==> src/rtl/core/sctd_pkg.sv <==
// Shared types, constants and the speed table of the serial-to-CAN deframer.
`timescale 1ns / 1ps
`default_nettype none
package sctd_pkg;

    localparam int FRAME_LEN = 20;
    localparam int QDEPTH    = 2;
    localparam int QPTR_W    = 1;
    localparam int QCNT_W    = 2;

    localparam logic [7:0] SOF_BYTE    = 8'hAA;
    localparam logic [7:0] EOF_BYTE    = 8'h55;
    localparam logic [1:0] VAR_TAG     = 2'b11;
    localparam logic [7:0] FIXED_DATA  = 8'h01;
    localparam logic [7:0] IDT_STD     = 8'h01;
    localparam logic [7:0] IDT_EXT     = 8'h02;
    localparam logic [7:0] FRM_A       = 8'h01;
    localparam logic [7:0] FRM_B       = 8'h02;
    localparam logic [3:0] FMT_FIXED   = 4'h0;
    localparam logic [3:0] FMT_VAR     = 4'h1;
    localparam logic [3:0] SET_TABLE   = 4'h2;
    localparam logic [3:0] SET_MANUAL  = 4'h3;
    localparam logic [3:0] MAX_DLC     = 4'd8;

    localparam logic [1:0] REPLY_NONE  = 2'd0;
    localparam logic [1:0] REPLY_FIXED = 2'd1;
    localparam logic [1:0] REPLY_VAR   = 2'd2;

    localparam logic KIND_DATA   = 1'b0;
    localparam logic KIND_TIMING = 1'b1;

    localparam logic [15:0] RST_PRESCALER = 16'd9;
    localparam logic [4:0]  RST_SEG1      = 5'd3;
    localparam logic [3:0]  RST_SEG2      = 4'd4;

    typedef logic [FRAME_LEN-1:0][7:0] frame_t;

    typedef struct packed {
        logic [7:0] rx_byte;
        logic       burst_end;
    } in_t;

    typedef struct packed {
        logic        kind;
        logic        extended;
        logic [28:0] can_id;
        logic [3:0]  dlc;
        logic [63:0] payload;
        logic [15:0] prescaler;
        logic [4:0]  seg1_quanta;
        logic [3:0]  seg2_quanta;
        logic [1:0]  reply_format;
    } out_t;

    // One finished burst as handed from the front to the back.
    typedef struct packed {
        frame_t     bytes;
        logic [4:0] count;
        logic [7:0] sum;
    } burst_t;

    typedef struct packed {
        logic        hit;
        logic [15:0] prescaler;
        logic [4:0]  seg1;
        logic [3:0]  seg2;
    } timing_t;

    function automatic timing_t speed_lookup(input logic [7:0] code);
        timing_t t;
        t.hit = 1'b1;
        unique case (code)
            8'd1:    begin t.prescaler = 16'd9;   t.seg1 = 5'd2;  t.seg2 = 4'd1; end
            8'd2:    begin t.prescaler = 16'd9;   t.seg1 = 5'd3;  t.seg2 = 4'd1; end
            8'd3:    begin t.prescaler = 16'd9;   t.seg1 = 5'd3;  t.seg2 = 4'd4; end
            8'd4:    begin t.prescaler = 16'd9;   t.seg1 = 5'd3;  t.seg2 = 4'd6; end
            8'd5:    begin t.prescaler = 16'd9;   t.seg1 = 5'd11; t.seg2 = 4'd4; end
            8'd6:    begin t.prescaler = 16'd9;   t.seg1 = 5'd15; t.seg2 = 4'd4; end
            8'd7:    begin t.prescaler = 16'd16;  t.seg1 = 5'd16; t.seg2 = 4'd1; end
            8'd8:    begin t.prescaler = 16'd15;  t.seg1 = 5'd16; t.seg2 = 4'd7; end
            8'd9:    begin t.prescaler = 16'd30;  t.seg1 = 5'd16; t.seg2 = 4'd7; end
            8'd10:   begin t.prescaler = 16'd72;  t.seg1 = 5'd16; t.seg2 = 4'd8; end
            8'd11:   begin t.prescaler = 16'd144; t.seg1 = 5'd16; t.seg2 = 4'd8; end
            8'd12:   begin t.prescaler = 16'd288; t.seg1 = 5'd16; t.seg2 = 4'd8; end
            default: begin
                t.hit = 1'b0; t.prescaler = 16'd0; t.seg1 = 5'd0; t.seg2 = 4'd0;
            end
        endcase
        return t;
    endfunction

endpackage
`default_nettype wire

==> src/rtl/core/sctd_front.sv <==
// Byte collector: stores the first bytes of a burst and keeps the running checksum.
`timescale 1ns / 1ps
`default_nettype none
module sctd_front import sctd_pkg::*; (
    input  wire logic   aclk,
    input  wire logic   aresetn,
    input  wire logic   s_valid,
    output logic        s_ready,
    input  wire in_t    s_data,
    output logic        push_valid,
    input  wire logic   push_ready,
    output burst_t      push_data
);

    frame_t     bytes_reg, bytes_next;
    logic [4:0] count_reg, count_next;
    logic [7:0] sum_reg, sum_next;
    logic       take;

    assign s_ready = push_ready;
    assign take    = s_valid && s_ready;

    always_comb begin
        bytes_next = bytes_reg;
        count_next = count_reg;
        sum_next   = sum_reg;
        if (take && count_reg < 5'(FRAME_LEN)) begin
            // checksum covers bytes two to eighteen
            if (count_reg >= 5'd2 && count_reg <= 5'd18) begin
                sum_next = sum_reg + s_data.rx_byte;
            end
            for (int i = 0; i < FRAME_LEN; i++) begin
                if (count_reg == 5'(i)) begin
                    bytes_next[i] = s_data.rx_byte;
                end
            end
            count_next = count_reg + 5'd1;
        end
    end

    assign push_valid      = take && s_data.burst_end;
    assign push_data.bytes = bytes_next;
    assign push_data.count = count_next;
    assign push_data.sum   = sum_next;

    always_ff @(posedge aclk) begin
        if (!aresetn) begin
            bytes_reg <= '0;
            count_reg <= '0;
            sum_reg   <= '0;
        end else if (push_valid) begin
            // start the next burst from a clean store
            bytes_reg <= '0;
            count_reg <= '0;
            sum_reg   <= '0;
        end else begin
            bytes_reg <= bytes_next;
            count_reg <= count_next;
            sum_reg   <= sum_next;
        end
    end

endmodule
`default_nettype wire

==> src/rtl/core/sctd_queue.sv <==
// Two-entry queue of finished bursts between collector and decoder.
`timescale 1ns / 1ps
`default_nettype none
module sctd_queue import sctd_pkg::*; (
    input  wire logic   aclk,
    input  wire logic   aresetn,
    input  wire logic   push_valid,
    output logic        push_ready,
    input  wire burst_t push_data,
    output logic        pop_valid,
    input  wire logic   pop_ready,
    output burst_t      pop_data
);

    burst_t                mem [QDEPTH];
    logic [QPTR_W-1:0]     wr_ptr_reg, rd_ptr_reg;
    logic [QCNT_W-1:0]     cnt_reg, cnt_next;
    logic                  do_push, do_pop;

    assign push_ready = cnt_reg != QCNT_W'(QDEPTH);
    assign pop_valid  = cnt_reg != '0;
    assign pop_data   = mem[rd_ptr_reg];
    assign do_push    = push_valid && push_ready;
    assign do_pop     = pop_valid && pop_ready;

    always_comb begin
        cnt_next = cnt_reg;
        unique case ({do_push, do_pop})
            2'b10:   cnt_next = cnt_reg + QCNT_W'(1);
            2'b01:   cnt_next = cnt_reg - QCNT_W'(1);
            default: cnt_next = cnt_reg;
        endcase
    end

    always_ff @(posedge aclk) begin
        if (do_push) begin
            mem[wr_ptr_reg] <= push_data;
        end
    end

    always_ff @(posedge aclk) begin
        if (!aresetn) begin
            wr_ptr_reg <= '0;
            rd_ptr_reg <= '0;
            cnt_reg    <= '0;
        end else begin
            if (do_push) wr_ptr_reg <= wr_ptr_reg + QPTR_W'(1);
            if (do_pop)  rd_ptr_reg <= rd_ptr_reg + QPTR_W'(1);
            cnt_reg <= cnt_next;
        end
    end

endmodule
`default_nettype wire

==> src/rtl/core/sctd_back.sv <==
// Burst decoder: classifies a burst, applies bit timing and registers the result.
`timescale 1ns / 1ps
`default_nettype none
module sctd_back import sctd_pkg::*; (
    input  wire logic   aclk,
    input  wire logic   aresetn,
    input  wire logic   pop_valid,
    output logic        pop_ready,
    input  wire burst_t pop_data,
    output logic        m_valid,
    input  wire logic   m_ready,
    output out_t        m_data
);

    logic [15:0] pre_reg, pre_next;
    logic [4:0]  seg1_reg, seg1_next;
    logic [3:0]  seg2_reg, seg2_next;
    logic [1:0]  fmt_reg, fmt_next;
    logic        m_valid_reg, m_valid_next;
    out_t        out_reg, out_next;

    function automatic logic [63:0] gather(input frame_t b, input logic [4:0] start,
                                           input logic [3:0] n);
        logic [63:0] v;
        v = '0;
        for (int i = 0; i < 8; i++) begin
            if (4'(i) < n) begin
                v[8*i +: 8] = b[start + 5'(i)];
            end
        end
        return v;
    endfunction

    frame_t      b;
    logic [4:0]  cnt;
    logic        cfg_ok, var_ok, fix_ok, var_ext, fix_ext, produce;
    logic [3:0]  n_var, set_code;
    logic [4:0]  var_end_idx, var_min_len;
    timing_t     tbl;

    assign b        = pop_data.bytes;
    assign cnt      = pop_data.count;
    assign set_code = b[2][3:0];
    assign n_var    = b[1][3:0];
    assign var_ext  = b[1][5];
    assign tbl      = speed_lookup(b[3]);
    assign fix_ext  = b[3] == IDT_EXT;

    assign var_end_idx = {1'b0, n_var} + (var_ext ? 5'd6 : 5'd4);
    assign var_min_len = var_end_idx + 5'd1;

    assign cfg_ok = cnt == 5'(FRAME_LEN) && b[0] == SOF_BYTE && b[1] == EOF_BYTE
                 && (b[2][7:4] == FMT_VAR || b[2][7:4] == FMT_FIXED)
                 && (b[4] == FRM_A || b[4] == FRM_B)
                 && b[19] == pop_data.sum
                 && (set_code == SET_TABLE || set_code == SET_MANUAL);

    assign var_ok = b[0] == SOF_BYTE && b[1][7:6] == VAR_TAG && n_var <= MAX_DLC
                 && cnt >= var_min_len && b[var_end_idx] == EOF_BYTE;

    assign fix_ok = cnt == 5'(FRAME_LEN) && b[0] == SOF_BYTE && b[1] == EOF_BYTE
                 && b[2] == FIXED_DATA
                 && (b[3] == IDT_STD || b[3] == IDT_EXT)
                 && (b[4] == FRM_A || b[4] == FRM_B)
                 && b[9] <= 8'(MAX_DLC) && b[19] == pop_data.sum;

    assign produce   = cfg_ok || var_ok || fix_ok;
    assign pop_ready = !m_valid_reg || m_ready;

    always_comb begin
        pre_next     = pre_reg;
        seg1_next    = seg1_reg;
        seg2_next    = seg2_reg;
        fmt_next     = fmt_reg;
        out_next     = out_reg;
        m_valid_next = m_valid_reg && !m_ready;
        if (pop_valid && pop_ready) begin
            out_next = '0;
            priority if (cfg_ok) begin
                fmt_next = (b[2][7:4] == FMT_VAR) ? REPLY_VAR : REPLY_FIXED;
                if (set_code == SET_MANUAL) begin
                    seg1_next = {1'b0, b[14][3:0]} + 5'd1;
                    seg2_next = {1'b0, b[15][2:0]} + 4'd1;
                    pre_next  = {b[17], b[16]};
                end else if (tbl.hit) begin
                    pre_next  = tbl.prescaler;
                    seg1_next = tbl.seg1;
                    seg2_next = tbl.seg2;
                end
                out_next.kind = KIND_TIMING;
            end else if (var_ok) begin
                out_next.kind     = KIND_DATA;
                out_next.extended = var_ext;
                out_next.can_id   = var_ext ? {b[5][4:0], b[4], b[3], b[2]}
                                            : {18'd0, b[3][2:0], b[2]};
                out_next.dlc      = n_var;
                out_next.payload  = gather(b, var_ext ? 5'd6 : 5'd4, n_var);
            end else if (fix_ok) begin
                out_next.kind     = KIND_DATA;
                out_next.extended = fix_ext;
                out_next.can_id   = fix_ext ? {b[8][4:0], b[7], b[6], b[5]}
                                            : {18'd0, b[6][2:0], b[5]};
                out_next.dlc      = b[9][3:0];
                out_next.payload  = gather(b, 5'd10, b[9][3:0]);
            end else begin
                // nothing recognised: drop the burst
                out_next.kind = KIND_DATA;
            end
            out_next.prescaler    = pre_next;
            out_next.seg1_quanta  = seg1_next;
            out_next.seg2_quanta  = seg2_next;
            out_next.reply_format = fmt_next;
            m_valid_next = produce;
        end
    end

    always_ff @(posedge aclk) begin
        if (!aresetn) begin
            pre_reg     <= RST_PRESCALER;
            seg1_reg    <= RST_SEG1;
            seg2_reg    <= RST_SEG2;
            fmt_reg     <= REPLY_NONE;
            m_valid_reg <= 1'b0;
        end else begin
            pre_reg     <= pre_next;
            seg1_reg    <= seg1_next;
            seg2_reg    <= seg2_next;
            fmt_reg     <= fmt_next;
            m_valid_reg <= m_valid_next;
        end
    end

    always_ff @(posedge aclk) begin
        out_reg <= out_next;
    end

    assign m_valid = m_valid_reg;
    assign m_data  = out_reg;

endmodule
`default_nettype wire

==> src/rtl/core/serial_to_can_frame_deframer.sv <==
// Top level of the serial-to-CAN deframer: collector, burst queue and decoder.
//
// Input channel (s_valid/s_ready/s_data): one serial byte per transfer; burst_end
// marks the last byte before line idle. Only the first 20 bytes of a burst are kept.
// Output channel (m_valid/m_ready/m_data): at most one result per burst, either a
// CAN frame to send (kind 0) or the bit timing just applied (kind 1). Every result
// carries the timing and reply format in force after the decode.
// Throughput: one byte per cycle. The collector takes a byte every cycle while the
// two-entry burst queue has room; the decoder empties one burst per cycle into the
// output register while that register is empty or being read.
// The edge that transfers the burst-end byte writes the queue; the decoder then loads
// the output register from the queue and raises m_valid, once no earlier burst waits
// ahead in the queue and the output register is free.
// Reset clears the byte store, the queue and m_valid (not the output data) and
// restores the timing to prescaler 9, segments 3 and 4, reply format none.
// A stalled receiver holds the result in the output register; up to two further
// bursts wait in the queue, after which s_ready drops until space frees up.
`timescale 1ns / 1ps
`default_nettype none
module serial_to_can_frame_deframer import sctd_pkg::*; (
    input  wire logic aclk,
    input  wire logic aresetn,
    input  wire logic s_valid,
    output logic      s_ready,
    input  wire in_t  s_data,
    output logic      m_valid,
    input  wire logic m_ready,
    output out_t      m_data
);

    logic   push_valid, push_ready, pop_valid, pop_ready;
    burst_t push_data, pop_data;

    sctd_front u_front (
        .aclk       (aclk),
        .aresetn    (aresetn),
        .s_valid    (s_valid),
        .s_ready    (s_ready),
        .s_data     (s_data),
        .push_valid (push_valid),
        .push_ready (push_ready),
        .push_data  (push_data)
    );

    sctd_queue u_queue (
        .aclk       (aclk),
        .aresetn    (aresetn),
        .push_valid (push_valid),
        .push_ready (push_ready),
        .push_data  (push_data),
        .pop_valid  (pop_valid),
        .pop_ready  (pop_ready),
        .pop_data   (pop_data)
    );

    sctd_back u_back (
        .aclk      (aclk),
        .aresetn   (aresetn),
        .pop_valid (pop_valid),
        .pop_ready (pop_ready),
        .pop_data  (pop_data),
        .m_valid   (m_valid),
        .m_ready   (m_ready),
        .m_data    (m_data)
    );

endmodule
`default_nettype wire

==> config.mk <==
export PLATFORM = sky130hd
export DESIGN_NAME = serial_to_can_frame_deframer
export DESIGN_NICKNAME = d
export VERILOG_FILES = /design/src/rtl/core/sctd_pkg.sv /design/src/rtl/core/sctd_front.sv /design/src/rtl/core/sctd_queue.sv /design/src/rtl/core/sctd_back.sv /design/src/rtl/core/serial_to_can_frame_deframer.sv
export SDC_FILE = /design/constraint.sdc
export NUM_CORES = 1
export LEC_CHECK = 0
export CAP_MARGIN = 25
export CORE_ASPECT_RATIO = 1.25
export CORE_UTILIZATION = 50
export DETAILED_ROUTE_END_ITERATION = 10
export DONT_BUFFER_PORTS = 1
export PLACE_DENSITY_LB_ADDON = 0.1
export SYNTH_ARGS = -nofsm -noshare
export SYNTH_HDL_FRONTEND = slang
export SYNTH_SLANG_ARGS = --single-unit
export TNS_END_PERCENT = 20
==> constraint.sdc <==
create_clock -name aclk -period 19.3 [get_ports aclk]
set_clock_uncertainty 0.15 [all_clocks]
set_input_delay 1.93 -clock aclk [delete_from_list [all_inputs] [get_ports aclk]]
set_output_delay 1.93 -clock aclk [all_outputs]
set_load 0.01 [all_outputs]
### Yosys cells after proc, flatten, opt, wreduce, memory -nomap -nowiden

Memory sizes are Yosys's and may differ from the RTL's. A register that Yosys moved wholly into a read port is not among the register bits.
Cells that the tools add are included.

* register bits after elaboration: 331
* bits in writable memories: 346
* input bits: 13
* output and inout bits: 128
* logic and storage cells: 254
* memories kept: 1

Memories
* u_queue.mem: words 2, width 173, read ports 1, clocked after memory_dff 1, write ports 1, RTL line sctd_queue.sv:15 `burst_t mem [QDEPTH];`

* add/sub/neg operators: 17
* magnitude comparators: 31
* eq/ne operators: 46
* mux-type cells: 82
* bitwise operators: 1
* reductions and logical operators: 37

Operators by type and width (count)
* $mux 8: 47
* $bmux 8 s5: 9
* $pmux 18 s12: 1
* $mux 98: 2
* $mux 160: 1
* $mux 29: 2
* $lt 5x6->1 const B: 9
* $mux 16: 3
* $eq 5x4->1 const B: 8
* $eq 8x4->1 const B: 5
* $eq 8x3->1 const B: 4
* $lt 3x4->1 const A: 8
* $eq 5x5->1 const B: 5
* $eq 8x1->1 const B: 3
* $eq 8x2->1 const B: 3
* $logic_and 1x1->1: 22
* $add 5x3->5 const B: 4
* $eq 5x3->1 const B: 4
* $mux 5: 4
* $eq 8x7->1 const B: 2
* $lt 1x4->1 const A: 4
* $lt 2x4->1 const A: 4
* $add 5x1->5 const B: 3
* $mux 4: 3
* other kinds (34): 54

### Logic depth before layout (Yosys ltp)

Gate-level depths: netlist (run 1).

* depth after elaboration: 10
* depth in mapped cells: 26
* depth with buffers taken out: 14

### By module

From an unflattened synthesis (run 1), not the netlist that was laid out.

* cell total of the unflattened synthesis: 2135
* area total of the unflattened synthesis: 29388.2 um^2

Modules (own cells, without submodules)
* sctd_queue: instances 1, cells an instance 562, area an instance 12685.9 um^2, sequential area each 10490.1 um^2
* sctd_back: instances 1, cells an instance 910, area an instance 9434.0 um^2, sequential area each 4344.2 um^2
* sctd_front: instances 1, cells an instance 663, area an instance 7268.2 um^2, sequential area each 3463.3 um^2

### Least setup slack after synthesis (run 1)

OpenSTA, ideal clock, no wires.

* kind: input -> register
* from: input port s_valid
* to: memory u_queue.mem[0][0] (netlist bit) (enable)
* setup time: 0.709 ns
* arrival time: 9.352 ns
* data required time: 18.441 ns
* path slack: 9.089 ns
* stages on the path: 3
* path buffers: 0
* path through: and2_1 -> nand2_1 -> nor2_1

* word-level cells in the longest chain between the ends: 5

Ends and longest elaborated chain
* from (decl): RTL line serial_to_can_frame_deframer.sv:23 `input wire logic s_valid,`
* $logic_and 1x1->1: RTL line sctd_front.sv:21 `assign take = s_valid && s_ready;`
* $logic_and 1x1->1: RTL line sctd_front.sv:41 `assign push_valid = take && s_data.burst_end;`
* $logic_and 1x1->1: RTL line sctd_queue.sv:23 `assign do_push = push_valid && push_ready;`
* $mux 1: RTL line sctd_queue.sv:36 `if (do_push) begin`
* $mux 1 (implied by the code): RTL line sctd_queue.sv:37 `mem[wr_ptr_reg] <= push_data;`
* to (decl): RTL line sctd_queue.sv:15

No other way between the ends.

==> results of run 1 <==
## cell usage after synthesis (9+ instances only)
cell	instances	area [um2]
mux2_2	228	2570
mux2i_1	171	1710
nand4_1	10	62.6
nand3_1	52	260
nor2_1	98	368
nor3_1	35	175
inv_1	20	75.1
o22ai_1	22	138
clkbuf_1	103	387
a22oi_1	13	97.6
o31ai_1	27	203
buf_2	28	140
ha_1	22	275
nor2b_1	183	1140
mux4_2	10	225
o32ai_1	69	604
nand2_1	163	612
a211oi_1	15	113
xnor2_1	29	254
o21ai_0	89	445
edfxtp_1	472	14200
a21oi_1	86	430
xor2_1	9	78.8
dfxtp_1	206	4120
## per-stage QoR
step | worst slack (ns) | hold WS (ns) | power (mW)
after floorplan | 9.09 | 0.281 | 2.51
after global placement | 13.11 | 0.291 | 2.83
after detailed placement | 12.89 | 0.302 | 2.84
after CTS | 12.88 | 0.310 | 4.16
after global routing | 12.88 | 0.341 | 4.28
final | 13.06 | 0.311 | 4.16
## routing by layer
layer | GRT usage (%) | share of wire, %
met5 | 0 | 0.039
met4 | 14.2 | 4.5
met3 | 6.25 | 8.4
met2 | 52.8 | 48
met1 | 41.0 | 39
## placed cells by master (no fill, tap or decap), types with 27 or more instances in the layout
master / instances
a21oi_1: 86
buf_4: 35
clkbuf_16: 72
dfxtp_1: 205
edfxtp_1: 472
mux2_2: 228
mux2i_1: 170
nand2_1: 162
nand3_1: 52
nor2_1: 97
nor2b_1: 183
nor3_1: 35
o21ai_0: 89
o31ai_1: 27
o32ai_1: 68
xnor2_1: 29
## worst paths after layout
check                                     endpoint  cells after the start  slack (ns)
worst max-delay path            u_back.m_data[118]                     10       13.06
worst min-delay path            u_back.seg1_reg[4]                      2        0.31
worst max register to register  u_back.m_data[118]                     10       13.06
worst min register to register  u_back.seg1_reg[4]                      2        0.31
## cell type report
type,count,area [um2]
flip-flops and latches,678,18300
well taps,765,957
fillers,4933,26400
multi-input cells,1497,11200
clock buffers,96,1960
repair buffers,39,343
inverters,22,87.6
diodes,3,7.51
clock inverters,30,284
## power groups by stage
stage / logic, mW / registers [mW] / clock network (mW)
2_1_floorplan: 0.568 / 1.94 / 0
3_3_place_gp: 0.851 / 1.98 / 0
3_5_place_dp: 0.857 / 1.98 / 0
4_1_cts: 0.861 / 1.95 / 1.35
5_1_grt: 0.917 / 1.96 / 1.40
6_report: 0.878 / 1.95 / 1.33
## worst register-to-register path, stage by stage (launching register included)
cell and delay, ns:
dfxtp_4 0.64, buf_4 0.61, buf_4 0.87, buf_4 0.71
nor3b_1 0.42, o21ai_0 0.18, a211oi_1 0.57, nand3_1 0.34
nor3_1 0.35, nand2_1 0.63, o32ai_1 0.51
## cells by family after synthesis
group	Yosys count	share of synthesized area, %
compound gates	410	9.32
xor+xnor	38	1.10
fa+ha+maj	23	0.980
buf+inv	169	2.36
flops	678	60.7
mux	410	15.0
simple gates	616	10.5
==> summary.txt, run 1 <==
Run status
  – Status: completed

CTS
  – CTS tree: built
  – Post-CTS setup buffers: 0
  – CTS H-tree depth: 3
  – TritonCTS Buffers: 69
  – Worst-path clk slew: 0.06 ns
  – # resized after CTS: 0
  – CTS max path bufs: 3
  – Cts hold-fix bufs: 0
  – CTS Sinks: ~680
  – Skew-Pair Late Insertion Delay: 0.63 ns
  – CTS root buffer: clkbuf_16

Route
  – Vias per cell: 6.48
  – Mean routed wirelength per cell: roughly 32 um
  – Initial DRC Count: ~2100
  – Antenna viol nets, final: 0
  – Drc violations: 0
  – DRT Pass-1 Iters: 6
  – Total Wirelength: 99.0 mm
  – Vias post-DR: 20300

GRT
  – Total grt overflow: 0
  – Initial antenna violation count: 6
  – Vias in the first global route: 19500
  – Total track usage: 32.0%
  – First-pass GRT wire length: 140 mm
  – Largest net degree at the start of global routing: 86

Critical path
  – WP data required: 19.51 ns
  – Crit path max-delay family: buffers and inverters
  – Cell mode on critical path: buf_4
  – Endpoint class of the critical path: flop
  – Crit Path Category: flop to flop
  – Critical-path top delay cell: buf_4
  – Critical Path Fanout Max: 60
  – Element type at the critical path start: flop
  – Worst EP arrival: 6.45 ns
  – Crit path buf inv count: 3
  – Slowest cell delay on critical path: 0.79 ns
  – CP Cell Sequence: buf_4 -> buf_4 -> buf_4 -> nor3b_1 -> o21ai_0 -> a211oi_1 -> nand3_1 -> nor3_1 -> nand2_1 -> o32ai_1

Placement
  – Port buffer count: 0
  – GPL Wtd Cong: 0.987
  – Placed cell areas: roughly 0.031 mm2
  – Cell count after placement: 2999
  – Hpwl dp: 68.6 mm

Yosys
  – #FFs+latches synth: 678
  – Synthesized area: around 0.03 mm2
  – Seq/Total Area, Yosys: 60.7%
  – Synthesized area per cell: 12.9 um2
  – Ys async rst share: 0%
  – Synth Instances: approximately 2300
  – EDFF count, synth: between 400 and 500
  – Ys Warns: 0
  – Synth Flop Type: edfxtp_1
  – Number of distinct library cells after synthesis: between 80 and 90
  – Post-Syn Nets: 2380

Power and ir drop
  – Int Pwr: 2.79 mW
  – VDD IR max: 0.0000710 V
  – Combinational Power Share: roughly a fifth
  – Switching Fraction: between 30% and 40%
  – Pwr/cell area: roughly 130 mW/mm2
  – Clk network pwr share: 32.0%
  – Seq pwr share: between 40% and 50%
  – Static leakage: 11.4 nW
  – P_sw: 1.37 mW

Final layout
  – Share of cells above drive strength 1: 17.3%
  – Post-route insts no fill: 3130
  – Final cell utilization of the core: 55.6%
  – Max reg flops: between 300 and 400
  – Synthesis-to-finish area growth: 9.93%
  – Fin area: between 0.03 and 0.04 mm2
  – NumNets Final: between 2000 and 2500

Floorplan
  – Top Ports: 141
  – Die Width: ~220 um
  – Die ar.: between 0.06 and 0.07 mm2
  – Initial Util: about 51%
  – Area of the core: 0.0596 mm2
  – Die Y: 277 um
  – # rows: 100

Hold path
  – Worst Hold Class: flop to flop
  – Hold_sp: u_back.seg1_reg[4]

STA
  – Final Slew Violations: 0
  – RSZ-0062 raised after global routing: false
  – Min Tclk post-route: between 6 and 7 ns
  – Final Cycle Share: 32.3%
  – Relative slew slack: ~25%
  – Final setup violation count: 0
  – Post-route setup TNS: 0 ns
  – Worst Max-Slew Pin Slew: 1.09 ns
  – F_max: 0.160 GHz
  – Final Hold Viols: 0

Flow run
  – # Max-Cap Violations: 0
Power figures use the tool's default switching activity.
==> inputs of run 2 (changes only) <==
clock period = 6 ns   (was 19.3 ns; I/O delays follow)
==> run 2 against run 1 <==
Effect of this change:
- cell area barely moved
- first-iteration DRC count up 6.2%
- non-clock buffer count grew 7
- count of clock-buffer cells in the layout is 10 higher
- clock power grew to 3.2 times the previous value
- critical path type unchanged
- highest routed layer unchanged
- fmax is 34% higher
- critical path depth is 1 lower
- sequential cell count stayed put
- register-to-register slack worse by 12 ns
- total power rose to 3.2 times the previous value
- setup slack worse by 12 ns
==> summary.txt, run 2 (synthesized netlist as in run 1, its figures left out) <==
Run status
  – Status: completed

Flow run
  – # Max-Cap Violations: 0 (unchanged)

GRT
  – Initial antenna violation count: 6 (unchanged)
  – Total grt overflow: 0 (unchanged)
  – First-pass GRT wire length: 142 mm (+0.85%)
  – Vias in the first global route: 19400 (-0.26%)
  – Largest net degree at the start of global routing: 107 (+24%)
  – Total track usage: 32.5% (+0.49 points)

Floorplan
  – Die Y: 277 um (unchanged)
  – Die ar.: 0.0613 mm2 (unchanged)
  – Die Width: 222 um (unchanged)
  – Area of the core: 0.0596 mm2 (unchanged)
  – Top Ports: 141 (unchanged)
  – Initial Util: 50.6% (unchanged)
  – # rows: 100 (unchanged)

Critical path
  – Crit path max-delay family: compound AO/OA/AOI/OAI gates
  – Element type at the critical path start: flop
  – Endpoint class of the critical path: flop
  – Critical Path Fanout Max: 98 (+63%)
  – WP data required: 6.27 ns (-13.24 ns)
  – Worst EP arrival: 4.92 ns (-1.53 ns)
  – CP Cell Sequence: buf_4 -> mux2i_1 -> nand2_1 -> a311o_1 -> a2111o_1 -> a2111oi_2 -> o2111ai_4 -> buf_12 -> o32ai_1
  – Critical-path top delay cell: mux2i_1
  – Crit path buf inv count: 2 (-1)
  – Slowest cell delay on critical path: 0.87 ns (+0.08 ns)
  – Crit Path Category: flop to flop

Final layout
  – Commonest non-fill, non-tap cell in the layout: edfxtp_1
  – Area of the multi-input gates: 0.0112 mm2 (unchanged)
  – Share of cells above drive strength 1: 17.1% (-0.19 points)
  – NumNets Final: 2351 (+0.34%)
  – Filler Cell Count: 4871 (-1.3%)
  – Post-route insts no fill: 3137 (+0.22%)
  – Commonest non-fill, non-tap cells in the layout: edfxtp_1, mux2_2, dfxtp_1
  – Max reg flops: 346 (unchanged)
  – Final cell utilization of the core: 55.7% (about the same)
  – Register area: 0.0183 mm2 (unchanged)
  – Synthesis-to-finish area growth: 10.0% (about the same)

Power and ir drop
  – Int Pwr: 8.96 mW (+220%)
  – Static leakage: 11.4 nW (about the same)
  – P_sw: 4.47 mW (+230%)
  – Combinational Power Share: 21.8% (+0.7 points)
  – Pwr/cell area: 405 mW/mm2 (+220%)
  – Seq pwr share: 46.6% (-0.3 points)
  – Clk network pwr share: 31.6% (-0.4 points)
  – VDD IR max: 0.000281 V (+300%)
  – Switching Fraction: 33.3% (+0.36 points)

STA
  – Final Cycle Share: 77.4% (+45 points)
  – Final Slew Violations: 0 (unchanged)
  – Final Hold Viols: 0 (unchanged)
  – Relative slew slack: 26.9% (+1.8 points)
  – Min Tclk post-route: 4.65 ns (-1.59 ns)
  – Final setup violation count: 0 (unchanged)
  – F_max: 0.215 GHz (+34%)
  – RSZ-0062 raised after global routing: false
  – Worst Max-Slew Pin Slew: 1.08 ns (-0.0108 ns)
  – WHS: 0.0338 ns (-0.277 ns)

CTS
  – CTS root buffer: clkbuf_16
  – # resized after CTS: 0 (unchanged)
  – CTS tree: built
  – CTS H-tree depth: 3 (unchanged)
  – Post-CTS setup buffers: 0 (unchanged)
  – TritonCTS Buffers: 70 (+1.4%)
  – Skew-Pair Late Insertion Delay: 0.61 ns (-0.02 ns)
  – CTS Sinks: 678 (unchanged)
  – Worst-path clk slew: 0.06 ns (about the same)
  – CTS max path bufs: 3 (unchanged)

Placement
  – Hpwl dp: 70.3 mm (+2.4%)
  – GPL Wtd Cong: 0.990 (+0.29%)
  – Port buffer count: 0 (unchanged)
  – Cell count after placement: 3007 (+0.27%)

Route
  – DRT Pass-1 Iters: 5 (-1)
  – Mean routed wirelength per cell: 32.2 um (+1.7%)
  – Drc violations: 0 (unchanged)
  – Antenna viol nets, final: 0 (unchanged)
  – Initial DRC Count: 2283 (+6.2%)
  – Total Wirelength: 101 mm (+1.9%)
  – Vias post-DR: 20200 (-0.35%)
  – Vias per cell: 6.44 (-0.58%)

Hold path
  – Worst Hold Class: input pin to flop
-- run 2: cell types whose count changed in the layout (fill, tap and decap cells not counted), sizes merged --
cell / previous run / this run
dlygate4sd3: 0 / 1
buf: 39 / 45
bufinv: 4 / 3
clkinv: 20 / 15
diode: 3 / 1
inv: 25 / 24
clkbuf: 96 / 106
clkinvlp: 3 / 2
-- run 2: worst paths after layout --
check                startpoint                 end  slack [ns]  cells after the start
min reg2reg  u_back.seg2_reg[1]  u_back.seg2_reg[1]        0.32                      2
max reg2reg                flop   u_back.m_data[34]        1.35                      9
min                     aresetn  u_back.seg2_reg[3]        0.03                      2
max                        flop   u_back.m_data[34]        1.35                      9
-- run 2: stage by stage --
stage,setup TNS (ns),power [mW],worst slack [ns],instance area (um2)
4_1_cts,0,13.4,1.43,33200
3_3_place_gp,0,9.22,1.52,30900
5_1_grt,0,13.8,1.15,33200
6_report,0,13.4,1.35,33200
3_5_place_dp,0,9.23,1.46,30900
2_1_floorplan,-0.424,8.04,-0.339,30100
-- run 2: power by group through the flow --
stage          Clock [mW]  Sequential, mW  Combinational (mW)
3_5_place_dp            0            6.36                2.86
2_1_floorplan           0            6.21                1.83
5_1_grt              4.47            6.30                3.05
6_report             4.24            6.26                2.92
3_3_place_gp            0            6.36                2.87
4_1_cts              4.29            6.26                2.88
-- run 2: layout make-up --
class	count	share of cell area, %
clock inverters	22	0.657
flip-flops and latches	678	55.2
repair buffers	46	1.24
multi-input cells	1497	33.8
clock buffers	106	6.00
diodes	1	0.00755
well taps	765	2.89
inverters	22	0.264
-- run 2: metal layers --
metal	track usage [%]	routed length [um]
met5	0	20
met4	14.7	4650
met3	5.47	7330
met2	53.4	48100
met1	42.3	40800
-- run 2: repair_timing --
| action | 4_1_cts | 5_1_grt |
|---|---|---|
| hold endpoints to repair | 14 | 0 |
| hold buffers | 1 | 0 |
| setup endpoints to repair | 0 | 0 |
